--- config.mk ---
export PLATFORM = sky130hd
export DESIGN_NAME = triangular_velocity_easing_slots
export DESIGN_NICKNAME = d
export VERILOG_FILES = /design/src/tves_pkg.sv /design/src/tves_divider.sv /design/src/tves_front.sv /design/src/tves_back.sv /design/src/triangular_velocity_easing_slots.sv
export SDC_FILE = /design/constraint.sdc
export NUM_CORES = 2
export LEC_CHECK = 0
export BUFFER_PORTS_ARGS = -buffer_cell sky130_fd_sc_hd__buf_2
export CORE_MARGIN = 4
export CORE_UTILIZATION = 45
export CTS_CLUSTER_DIAMETER = 50
export CTS_CLUSTER_SIZE = 24
export DETAILED_ROUTE_END_ITERATION = 8
export GPL_TIMING_DRIVEN = 0
export PLACE_DENSITY = 0.68
export SYNTH_ARGS = -nofsm -noshare
export SYNTH_HDL_FRONTEND = slang
export SYNTH_SLANG_ARGS = --single-unit
--- constraint.sdc ---
create_clock -name clk_i -period 6.4 [get_ports clk_i]
set_input_delay 0.64 -clock clk_i [delete_from_list [all_inputs] [get_ports clk_i]]
set_output_delay 0.64 -clock clk_i [all_outputs]
set_load 0.01 [all_outputs]
--- src/tves_pkg.sv ---
// Package for the triangular velocity motion slot block.
// Item types, action codes, widths and the front/back hand-off record.
// No dependencies.
`timescale 1ns / 1ps
package tves_pkg;

  localparam int unsigned SlotCountDefault = 16;
  localparam int unsigned PosW  = 32;
  localparam int unsigned SpdW  = 48;
  localparam int unsigned DurW  = 16;
  localparam int unsigned IdxW  = 4;

  typedef enum logic [1:0] {
    ACT_TICK  = 2'd0,
    ACT_START = 2'd1,
    ACT_READ  = 2'd2,
    ACT_NOP   = 2'd3
  } action_e;

  typedef struct packed {
    logic [1:0]         action;
    logic signed [31:0] start_position;
    logic signed [31:0] end_position;
    logic [15:0]        duration_frames;
    logic [3:0]         read_slot;
  } in_item_t;

  typedef struct packed {
    logic [3:0]         slot_index;
    logic signed [31:0] position_out;
    logic               table_full;
  } out_item_t;

  // Classified command handed from front to back
  typedef struct packed {
    action_e            act;
    logic signed [31:0] start_pos;
    logic signed [31:0] end_pos;
    logic [15:0]        dur;
    logic [3:0]         rd_slot;
  } cmd_t;

endpackage

--- src/tves_divider.sv ---
// Restoring divider for the step magnitude: (|diff| << 18) / dur^2.
// Uses tves_pkg widths; one quotient bit per cycle.
`timescale 1ns / 1ps
module tves_divider
  import tves_pkg::*;
(
  input  logic            clk_i,
  input  logic            rst_ni,
  input  logic            go_i,
  input  logic [32:0]     mag_i,
  input  logic [15:0]     dur_i,
  output logic            done_o,
  output logic [SpdW-1:0] quot_o
);

  localparam int unsigned NumW = 51;

  logic [NumW-1:0] num_q, num_d;
  logic [31:0]     den_q, den_d;
  logic [32:0]     rem_q, rem_d;
  logic [5:0]      cnt_q, cnt_d;
  logic            busy_q, busy_d;
  logic            done_q, done_d;
  logic [50:0]     quo_q, quo_d;
  logic [32:0]     trial;
  logic [33:0]     diffv;

  // One shift-subtract step per cycle
  always_comb begin
    num_d  = num_q;
    den_d  = den_q;
    rem_d  = rem_q;
    cnt_d  = cnt_q;
    busy_d = busy_q;
    done_d = 1'b0;
    quo_d  = quo_q;
    trial  = {rem_q[31:0], num_q[NumW-1]};
    diffv  = {1'b0, trial} - {2'b00, den_q};
    if (go_i) begin
      num_d  = {mag_i, 18'd0};
      den_d  = 32'(dur_i) * 32'(dur_i);
      rem_d  = '0;
      quo_d  = '0;
      cnt_d  = 6'(NumW);
      busy_d = 1'b1;
    end else if (busy_q) begin
      num_d = {num_q[NumW-2:0], 1'b0};
      if (!diffv[33]) begin
        rem_d = diffv[32:0];
        quo_d = {quo_q[49:0], 1'b1};
      end else begin
        rem_d = trial;
        quo_d = {quo_q[49:0], 1'b0};
      end
      cnt_d = cnt_q - 6'd1;
      if (cnt_q == 6'd1) begin
        busy_d = 1'b0;
        done_d = 1'b1;
      end
    end
  end

  always_ff @(posedge clk_i or negedge rst_ni) begin
    if (!rst_ni) begin
      busy_q <= 1'b0;
      done_q <= 1'b0;
      cnt_q  <= '0;
    end else begin
      busy_q <= busy_d;
      done_q <= done_d;
      cnt_q  <= cnt_d;
    end
  end

  always_ff @(posedge clk_i) begin
    num_q <= num_d;
    den_q <= den_d;
    rem_q <= rem_d;
    quo_q <= quo_d;
  end

  // Saturate to 2^47 - 1
  assign quot_o = (|quo_q[50:47]) ? {1'b0, {(SpdW-1){1'b1}}} : quo_q[SpdW-1:0];
  assign done_o = done_q;

endmodule

--- src/tves_front.sv ---
// Front end: accepts items and queues classified commands for the back end.
// Uses tves_pkg types; two-entry queue.
`timescale 1ns / 1ps
module tves_front
  import tves_pkg::*;
(
  input  logic     clk_i,
  input  logic     rst_ni,
  input  logic     start_i,
  input  in_item_t item_i,
  output logic     busy_o,
  output logic     cmd_valid_o,
  output cmd_t     cmd_o,
  input  logic     cmd_pop_i
);

  cmd_t       q_mem [2];
  logic       wr_ptr_q, rd_ptr_q;
  logic [1:0] fill_q;
  logic       push;
  cmd_t       cmd_new;

  // Classify the incoming item
  always_comb begin
    cmd_new.act       = action_e'(item_i.action);
    cmd_new.start_pos = item_i.start_position;
    cmd_new.end_pos   = item_i.end_position;
    cmd_new.dur       = item_i.duration_frames;
    cmd_new.rd_slot   = item_i.read_slot;
  end

  assign busy_o      = (fill_q == 2'd2);
  assign push        = start_i && !busy_o;
  assign cmd_valid_o = (fill_q != 2'd0);
  assign cmd_o       = q_mem[rd_ptr_q];

  always_ff @(posedge clk_i) begin
    if (push) q_mem[wr_ptr_q] <= cmd_new;
  end

  always_ff @(posedge clk_i or negedge rst_ni) begin
    if (!rst_ni) begin
      wr_ptr_q <= 1'b0;
      rd_ptr_q <= 1'b0;
      fill_q   <= '0;
    end else begin
      if (push) wr_ptr_q <= ~wr_ptr_q;
      if (cmd_pop_i) rd_ptr_q <= ~rd_ptr_q;
      fill_q <= fill_q + 2'(push) - 2'(cmd_pop_i);
    end
  end

endmodule

--- src/tves_back.sv ---
// Back end: slot table and sequencer for tick, start and read.
// Uses tves_pkg and tves_divider; walks slots one at a time on a tick, a read state then a write state per slot.
`timescale 1ns / 1ps
module tves_back
  import tves_pkg::*;
#(
  parameter int unsigned SlotCount = SlotCountDefault
) (
  input  logic      clk_i,
  input  logic      rst_ni,
  input  logic      cmd_valid_i,
  input  cmd_t      cmd_i,
  output logic      cmd_pop_o,
  output logic      res_valid_o,
  output out_item_t res_o
);

  localparam int unsigned SW = (SlotCount > 1) ? $clog2(SlotCount) : 1;

  typedef enum logic [2:0] {
    ST_IDLE, ST_TICK_RD, ST_TICK_WR, ST_DIV, ST_READ_RD, ST_READ
  } bstate_e;

  bstate_e state_q, state_d;

  logic [SlotCount-1:0] active_q;
  logic [SlotCount-1:0] pvalid_q;
  logic signed [PosW-1:0] pos_mem  [SlotCount];
  logic signed [SpdW-1:0] spd_mem  [SlotCount];
  logic signed [SpdW-1:0] step_mem [SlotCount];
  logic signed [PosW-1:0] end_mem  [SlotCount];
  logic [DurW-1:0]        dur_mem  [SlotCount];
  logic [DurW-1:0]        cnt_mem  [SlotCount];

  logic [SW:0]   idx_q, idx_d;
  logic [SW-1:0] slot;
  cmd_t          cmd_q;

  // Registered read of one slot
  logic signed [PosW-1:0] r_pos;
  logic signed [SpdW-1:0] r_spd, r_step;
  logic signed [PosW-1:0] r_end;
  logic [DurW-1:0]        r_dur, r_cnt;
  logic                   r_act, r_pv;

  logic signed [PosW-1:0] w_pos;
  logic signed [SpdW-1:0] w_spd;
  logic [DurW-1:0]        w_cnt;
  logic signed [33:0]     pos_sum;
  logic signed [49:0]     spd_sum;
  logic signed [32:0]     spd_fl;
  logic signed [PosW-1:0] cur_pos;
  logic                   wr_tick;

  logic                   free_found;
  logic [SW-1:0]          free_idx;
  logic signed [32:0]     diff;
  logic [32:0]            mag;
  logic                   div_go, div_done;
  logic [SpdW-1:0]        quot;
  logic                   res_v_d;
  out_item_t              res_d, res_q;
  logic                   res_v_q;
  logic                   claim;

  assign slot = idx_q[SW-1:0];

  tves_divider u_div (
    .clk_i (clk_i), .rst_ni(rst_ni), .go_i(div_go),
    .mag_i (mag), .dur_i(cmd_q.dur), .done_o(div_done), .quot_o(quot)
  );

  assign diff = 33'(cmd_q.end_pos) - 33'(cmd_q.start_pos);
  assign mag  = diff[32] ? 33'(-diff) : 33'(diff);

  // Lowest free slot
  always_comb begin
    free_found = 1'b0;
    free_idx   = '0;
    for (int i = SlotCount - 1; i >= 0; i--) begin
      if (!active_q[i]) begin
        free_found = 1'b1;
        free_idx   = SW'(i);
      end
    end
  end

  always_ff @(posedge clk_i) begin
    r_pos  <= pos_mem[slot];
    r_spd  <= spd_mem[slot];
    r_step <= step_mem[slot];
    r_end  <= end_mem[slot];
    r_dur  <= dur_mem[slot];
    r_cnt  <= cnt_mem[slot];
  end

  always_ff @(posedge clk_i or negedge rst_ni) begin
    if (!rst_ni) begin
      r_act <= 1'b0;
      r_pv  <= 1'b0;
    end else begin
      r_act <= active_q[slot];
      r_pv  <= pvalid_q[slot];
    end
  end

  // Per-slot frame update
  always_comb begin
    cur_pos = r_pv ? r_pos : '0;
    spd_fl  = 33'(r_spd >>> 16);
    pos_sum = 34'(cur_pos) + 34'(spd_fl);
    spd_sum = '0;
    if (r_cnt < r_dur) begin
      if (pos_sum > 34'sh7FFFFFFF)       w_pos = 32'sh7FFFFFFF;
      else if (pos_sum < -34'sh80000000) w_pos = 32'sh80000000;
      else                               w_pos = pos_sum[PosW-1:0];
      if ((17'(r_cnt) << 1) < 17'(r_dur)) spd_sum = 50'(r_spd) + 50'(r_step);
      else                                spd_sum = 50'(r_spd) - 50'(r_step);
      if (spd_sum > 50'sh7FFFFFFFFFFF)       w_spd = {1'b0, {(SpdW-1){1'b1}}};
      else if (spd_sum < -50'sh800000000000) w_spd = {1'b1, {(SpdW-1){1'b0}}};
      else                                   w_spd = spd_sum[SpdW-1:0];
    end else begin
      w_pos = r_end;
      w_spd = r_spd;
    end
    w_cnt = (r_cnt == '1) ? r_cnt : r_cnt + 16'd1;
  end

  assign wr_tick = (state_q == ST_TICK_WR) && r_act;
  assign claim   = (state_q == ST_DIV) && div_done;

  // Sequencer
  always_comb begin
    state_d   = state_q;
    idx_d     = idx_q;
    cmd_pop_o = 1'b0;
    res_v_d   = 1'b0;
    res_d     = '0;
    unique case (state_q)
      ST_IDLE: begin
        if (cmd_valid_i) begin
          cmd_pop_o = 1'b1;
          unique case (cmd_i.act)
            ACT_TICK: begin
              idx_d   = '0;
              state_d = ST_TICK_RD;
            end
            ACT_START: state_d = ST_DIV;
            ACT_READ: begin
              idx_d   = (SW+1)'(cmd_i.rd_slot);
              state_d = ST_READ_RD;
            end
            default: res_v_d = 1'b1;
          endcase
        end
      end
      ST_TICK_RD: state_d = ST_TICK_WR;
      ST_TICK_WR: begin
        if (idx_q == (SW+1)'(SlotCount - 1)) begin
          res_v_d = 1'b1;
          state_d = ST_IDLE;
        end else begin
          idx_d   = idx_q + 1'b1;
          state_d = ST_TICK_RD;
        end
      end
      ST_DIV: begin
        if (!free_found) begin
          res_v_d          = 1'b1;
          res_d.table_full = 1'b1;
          state_d          = ST_IDLE;
        end else if (div_done) begin
          res_v_d          = 1'b1;
          res_d.slot_index = 4'(free_idx);
          state_d          = ST_IDLE;
        end
      end
      // Slot address settles; position lands in r_pos at the end of this cycle
      ST_READ_RD: state_d = ST_READ;
      ST_READ: begin
        res_v_d = 1'b1;
        if (32'(cmd_q.rd_slot) < SlotCount)
          res_d.position_out = r_pv ? r_pos : '0;
        state_d = ST_IDLE;
      end
      default: state_d = ST_IDLE;
    endcase
  end

  // Divider start: first cycle in ST_DIV only
  logic div_started_q;
  always_ff @(posedge clk_i or negedge rst_ni) begin
    if (!rst_ni) div_started_q <= 1'b0;
    else         div_started_q <= (state_q == ST_DIV) && !claim;
  end
  assign div_go = (state_q == ST_DIV) && !div_started_q && free_found;

  always_ff @(posedge clk_i or negedge rst_ni) begin
    if (!rst_ni) begin
      state_q  <= ST_IDLE;
      idx_q    <= '0;
      active_q <= '0;
      pvalid_q <= '0;
      res_v_q  <= 1'b0;
    end else begin
      state_q <= state_d;
      idx_q   <= idx_d;
      res_v_q <= res_v_d;
      if (claim) begin
        active_q[free_idx] <= 1'b1;
        pvalid_q[free_idx] <= 1'b1;
      end
    end
  end

  always_ff @(posedge clk_i) begin
    if (cmd_pop_o) cmd_q <= cmd_i;
    res_q <= res_d;
  end

  // Slot table writes
  always_ff @(posedge clk_i) begin
    if (wr_tick) begin
      pos_mem[slot] <= w_pos;
      spd_mem[slot] <= w_spd;
      cnt_mem[slot] <= w_cnt;
    end else if (claim) begin
      pos_mem[free_idx]  <= cmd_q.start_pos;
      spd_mem[free_idx]  <= '0;
      cnt_mem[free_idx]  <= '0;
      step_mem[free_idx] <= (cmd_q.dur == '0) ? '0 : (diff[32] ? -quot : quot);
      end_mem[free_idx]  <= cmd_q.end_pos;
      dur_mem[free_idx]  <= cmd_q.dur;
    end
  end

  assign res_valid_o = res_v_q;
  assign res_o       = res_q;

endmodule

--- src/triangular_velocity_easing_slots.sv ---
// Top level of the triangular velocity motion slot block.
// Instantiates tves_front and tves_back; uses tves_pkg.
//
// Usage: drive item_i and raise start; the item is taken on a clock edge
// where start is high and busy is low. A two-entry command queue sits
// between the front end and the slot sequencer, so up to two items wait.
// Each item gives exactly one result on result_o, marked by done_o for one
// cycle; the receiver cannot stall it.
// A start runs the step divider, one quotient bit per cycle over 51
// bits, unless the table is full; a tick walks the slot table one slot
// per read/write state pair.
// Reset clears all slot active bits and zero-position flags immediately;
// no clearing pass is needed, and items are taken right after reset.
`timescale 1ns / 1ps
module triangular_velocity_easing_slots
  import tves_pkg::*;
#(
  parameter int unsigned SlotCount = SlotCountDefault
) (
  input  logic      clk_i,
  input  logic      rst_ni,
  input  logic      start,
  output logic      busy,
  input  in_item_t  item_i,
  output logic      done_o,
  output out_item_t result_o
);

  logic cmd_valid, cmd_pop;
  cmd_t cmd;

  tves_front u_front (
    .clk_i(clk_i), .rst_ni(rst_ni), .start_i(start), .item_i(item_i),
    .busy_o(busy), .cmd_valid_o(cmd_valid), .cmd_o(cmd), .cmd_pop_i(cmd_pop)
  );

  tves_back #(.SlotCount(SlotCount)) u_back (
    .clk_i(clk_i), .rst_ni(rst_ni), .cmd_valid_i(cmd_valid), .cmd_i(cmd),
    .cmd_pop_o(cmd_pop), .res_valid_o(done_o), .res_o(result_o)
  );

  // A full-table result never names a slot
  assert property (@(posedge clk_i) disable iff (!rst_ni)
    done_o && result_o.table_full |-> result_o.slot_index == '0)
    else $error("full result carries slot index");

  // Results never carry position and slot together
  assert property (@(posedge clk_i) disable iff (!rst_ni)
    done_o && result_o.slot_index != '0 |-> result_o.position_out == '0)
    else $error("start result carries position");

  // Queue pop only when a command waits
  assert property (@(posedge clk_i) disable iff (!rst_ni)
    cmd_pop |-> cmd_valid)
    else $error("pop from empty command queue");

endmodule
==> results.sh <==
export IMPL_cts_tree="built"
export IMPL_grt_pass1_vias=86400
export IMPL_syn_avg_cell_area_sq_um=18.4
export IMPL_rr_startpoint="u_back.cmd_q[12]$_DFFE_PP_"
export IMPL_stdcell_area_sq_mm=0.182
export IMPL_multi_input_area_sq_mm=0.0461
export IMPL_ys_seq_area_frac=0.697
export IMPL_tightestPinTransition_ns=1.72
export IMPL_hold_class="input port to flip-flop"
export IMPL_row_count=216
export IMPL_coreArea_sq_mm=0.347
export IMPL_maxSlewViolCount=21
export IMPL_area_growth_pct=16.0
export IMPL_ant_nets=0
export IMPL_die_area_sq_mm=0.358
export IMPL_cpPeakStageDelay_ns=0.54
export IMPL_track_usage=0.238
export IMPL_r2r_slack_ns=-0.31
export IMPL_cts_buffers=299
export IMPL_rsz0062_at_grt="true"
export IMPL_crit_fanout=3
export IMPL_wl_per_cell_um=30.4
export IMPL_crit_type="flip-flop to flip-flop"
export IMPL_synth_cells=8523
export IMPL_arrival_ns=7.34
export IMPL_vias=86600
export IMPL_utilization=0.525
export IMPL_max_freq_mhz=149
export IMPL_yosys_register_bits=3756
export IMPL_status="finished with violations"
export IMPL_via_per_inst=6.10
export IMPL_port_buffers=127
export IMPL_initial_utilization=0.453
export IMPL_cts_sinks=3756
export IMPL_crit_path_end_kind="flip-flop"
export IMPL_worstSetupStartpointType="flip-flop"
export IMPL_dr_first_iter_drc_count=11200
export IMPL_min_path_cells=1
export IMPL_final_common_cell="edfxtp_1"
export IMPL_met1_length_mm=163
export IMPL_required_ns=7.03
export IMPL_place_area_sq_mm=0.167
export IMPL_reg2reg_depth=28
export IMPL_yosys_warnings=0
export IMPL_clk_latency_ns=0.91
export IMPL_place_congestion=0.909
export IMPL_final_cell_mix="edfxtp_1 (3388), mux4_2 (970), inv_1 (392), clkbuf_16 (331), nor2_1 (317)"
export IMPL_synthArstFlopShare=0.0149
export IMPL_slew_headroom=-0.144
export IMPL_route_met3_wl_mm=46.5
export IMPL_syn_num_nets=9063
export IMPL_min_period_over_period=1.05
export IMPL_regArea_sq_mm=0.109
export IMPL_fin_crit_ns=6.71
export IMPL_synth_cell_type_count=91
export IMPL_antenna_found_initial=41
export IMPL_synth_area_sq_mm=0.157
export IMPL_fin_skew_ns=0.0855
export IMPL_ys_flop_type="edfxtp_1"
export IMPL_path_clk_slew_ns=0.08
export IMPL_dieWidth_um=599
export IMPL_ios=128
export IMPL_die_y_um=599
export IMPL_wl_met2_mm=202
export IMPL_htree_levels=5
export IMPL_min_from="item_i[84]"
export IMPL_setup_slack_ns=-0.309
export IMPL_setup_viol=167
export IMPL_layout_drive_gt1_share=0.251
export IMPL_highest_layer="met5"
export IMPL_wirelength_mm=432
export IMPL_nets=9903
export IMPL_cap_violations=3
export IMPL_first_pass_iters=6
export IMPL_hpwl_mm=287
export IMPL_hold_end="u_front.q_mem[1][84]$_DFFE_PP_"
export IMPL_nFillCells=26600
export IMPL_clockRootBuffer="clkbuf_16"
export IMPL_violations="capacitance limit, slew limit, setup timing"
export IMPL_r2r_end="u_back.u_div.den_q[28]$_DFFE_PP_"
export IMPL_cp_slowest_cell="fa_1"
export IMPL_clock_path_buffers=4
export IMPL_grt_max_degree=75
export IMPL_synth_edff_count=3388
export IMPL_drc_errors=0
export IMPL_hold_viol=0
export IMPL_grt_pass1_wl_mm=616
export IMPL_overflow=0
## worst max path at each step
stage / to / slack, ns / start / cells after the start
after floorplan: u_back.u_div.den_q[28]$_DFFE_PP_ / -0.07 / u_back.cmd_q[14]$_DFFE_PP_ / 27
after global placement: u_back.spd_mem[13][14]$_DFFE_PP_ / -6.98 / u_back.idx_q[0]$_DFFE_PN0P_ / 7
after detailed placement: u_back.spd_mem[4][46]$_DFFE_PP_ / -3.09 / u_back.r_dur[7]$_DFF_P_ / 25
after CTS: u_back.u_div.den_q[28]$_DFFE_PP_ / -0.39 / u_back.cmd_q[12]$_DFFE_PP_ / 28
after global routing: u_back.u_div.den_q[28]$_DFFE_PP_ / -0.52 / u_back.cmd_q[11]$_DFFE_PP_ / 26
final: u_back.u_div.den_q[28]$_DFFE_PP_ / -0.31 / u_back.cmd_q[12]$_DFFE_PP_ / 28
## Yosys cell counts, drive strengths merged, types with 7 or more instances
cell type,count,area [sq um]
o31ai,24,180
nor2b,34,213
a22oi,52,390
nor4,29,194
mux2,84,946
a21oi,275,1380
a2111oi,9,86.3
nand3,60,300
o41ai,15,131
buf,65,263
dfxtp,312,6250
mux4,970,21800
mux2i,72,721
and2,67,419
o21a,26,195
dfrtp,56,1400
nor3,53,265
fa,167,3340
xnor2,136,1190
clkbuf,319,1200
ha,284,3550
a21o,96,721
nand2b,58,363
nor3b,9,67.6
nand3b,16,120
and3,35,219
inv,416,1560
edfxtp,3388,102000
maj3,46,469
or4,21,161
or3,40,255
nand4,24,150
o22ai,8,50.1
a211oi,19,143
or2,28,175
a31o,7,61.3
o21ai,264,1320
o211ai,22,165
xor2,127,1110
nand2,281,1050
a31oi,44,275
o21bai,17,131
a21boi,16,120
nor2,358,1340
a221oi,7,67.6
## metal layers
| metal | track usage | up-vias |
|---|---|---|
| li1 | - | 35600 |
| met1 | 0.326 | 45300 |
| met2 | 0.374 | 4818 |
| met3 | 0.0534 | 857 |
| met4 | 0.0965 | 8 |
| met5 | 0 | - |
## sequential cells by signal, indices dropped and copies added, names as in the netlist, 31 cells and up
register / count
u_front.q_mem: 172
u_back.dur_mem: 256
u_back.cnt_mem: 256
u_back.r_pos: 32
u_back.spd_mem: 768
u_back.end_mem: 512
u_back.u_div.den_q: 31
u_back.r_end: 32
u_back.r_spd: 48
u_back.step_mem: 768
u_back.cmd_q: 80
u_back.res_o: 37
u_back.pos_mem: 512
u_back.u_div.quo_q: 51
u_back.u_div.num_q: 33
u_back.u_div.rem_q: 32
u_back.r_step: 48
## cell type report
cell class,count,share of cell area
antenna,15,0.000206
inverter,416,0.00891
buffer,375,0.00926
clock buffer,337,0.0440
sequential,3756,0.601
clock inverter,209,0.0138
timing repair buffer,548,0.0379
multi-input combinational,3967,0.253
tap,4578,0.0315
## worst max-delay path: cells and delay by family (launching register included)
kind            cells  cell delay, ns
flops               1            0.53
mux                 1            0.24
fa+ha+maj           7            3.29
buf+inv             8            0.55
simple gates        3            0.22
compound gates      9            1.65
## cells by family (layout without fill, tap and decap cells)
logic type | Yosys count | after routing | synth area share
AOI/OAI and AO/OA | 956 | 956 | 0.0379
xor gates and xnor gates | 263 | 263 | 0.0147
adders and majority gates | 497 | 497 | 0.0469
buffers and inverters | 800 | 1885 | 0.0193
DFF | 3756 | 3756 | 0.697
muxes | 1126 | 1126 | 0.150
other | 0 | 15 | 0
and+or+nand+nor | 1125 | 1125 | 0.0345
## repair_timing
item                        CTS  global route
gates resized for setup     229           163
pin swaps                    97            85
hold endpoints to repair    220             0
gates cloned                  4             9
hold buffers                 83             0
buffers inserted            124            41
setup endpoints to repair  1636          1861
## stage by stage
stage	setup slack (ns)	hold WS [ns]	std cells	setup TNS, ns
6_report	-0.309	0.0713	14200	-8.45
5_1_grt	-0.517	0.00761	14200	-57.13
4_1_cts	-0.386	0.00459	14100	-44.24
3_5_place_dp	-3.09	0.454	13400	-2376.77
3_3_place_gp	-6.98	0.446	13200	-
2_1_floorplan	-0.0680	0.344	8523	-0.0680
Power is left out: the tool's default activity adds up to more than one toggle a clock period on the data nets, which glitch-free logic cannot reach.
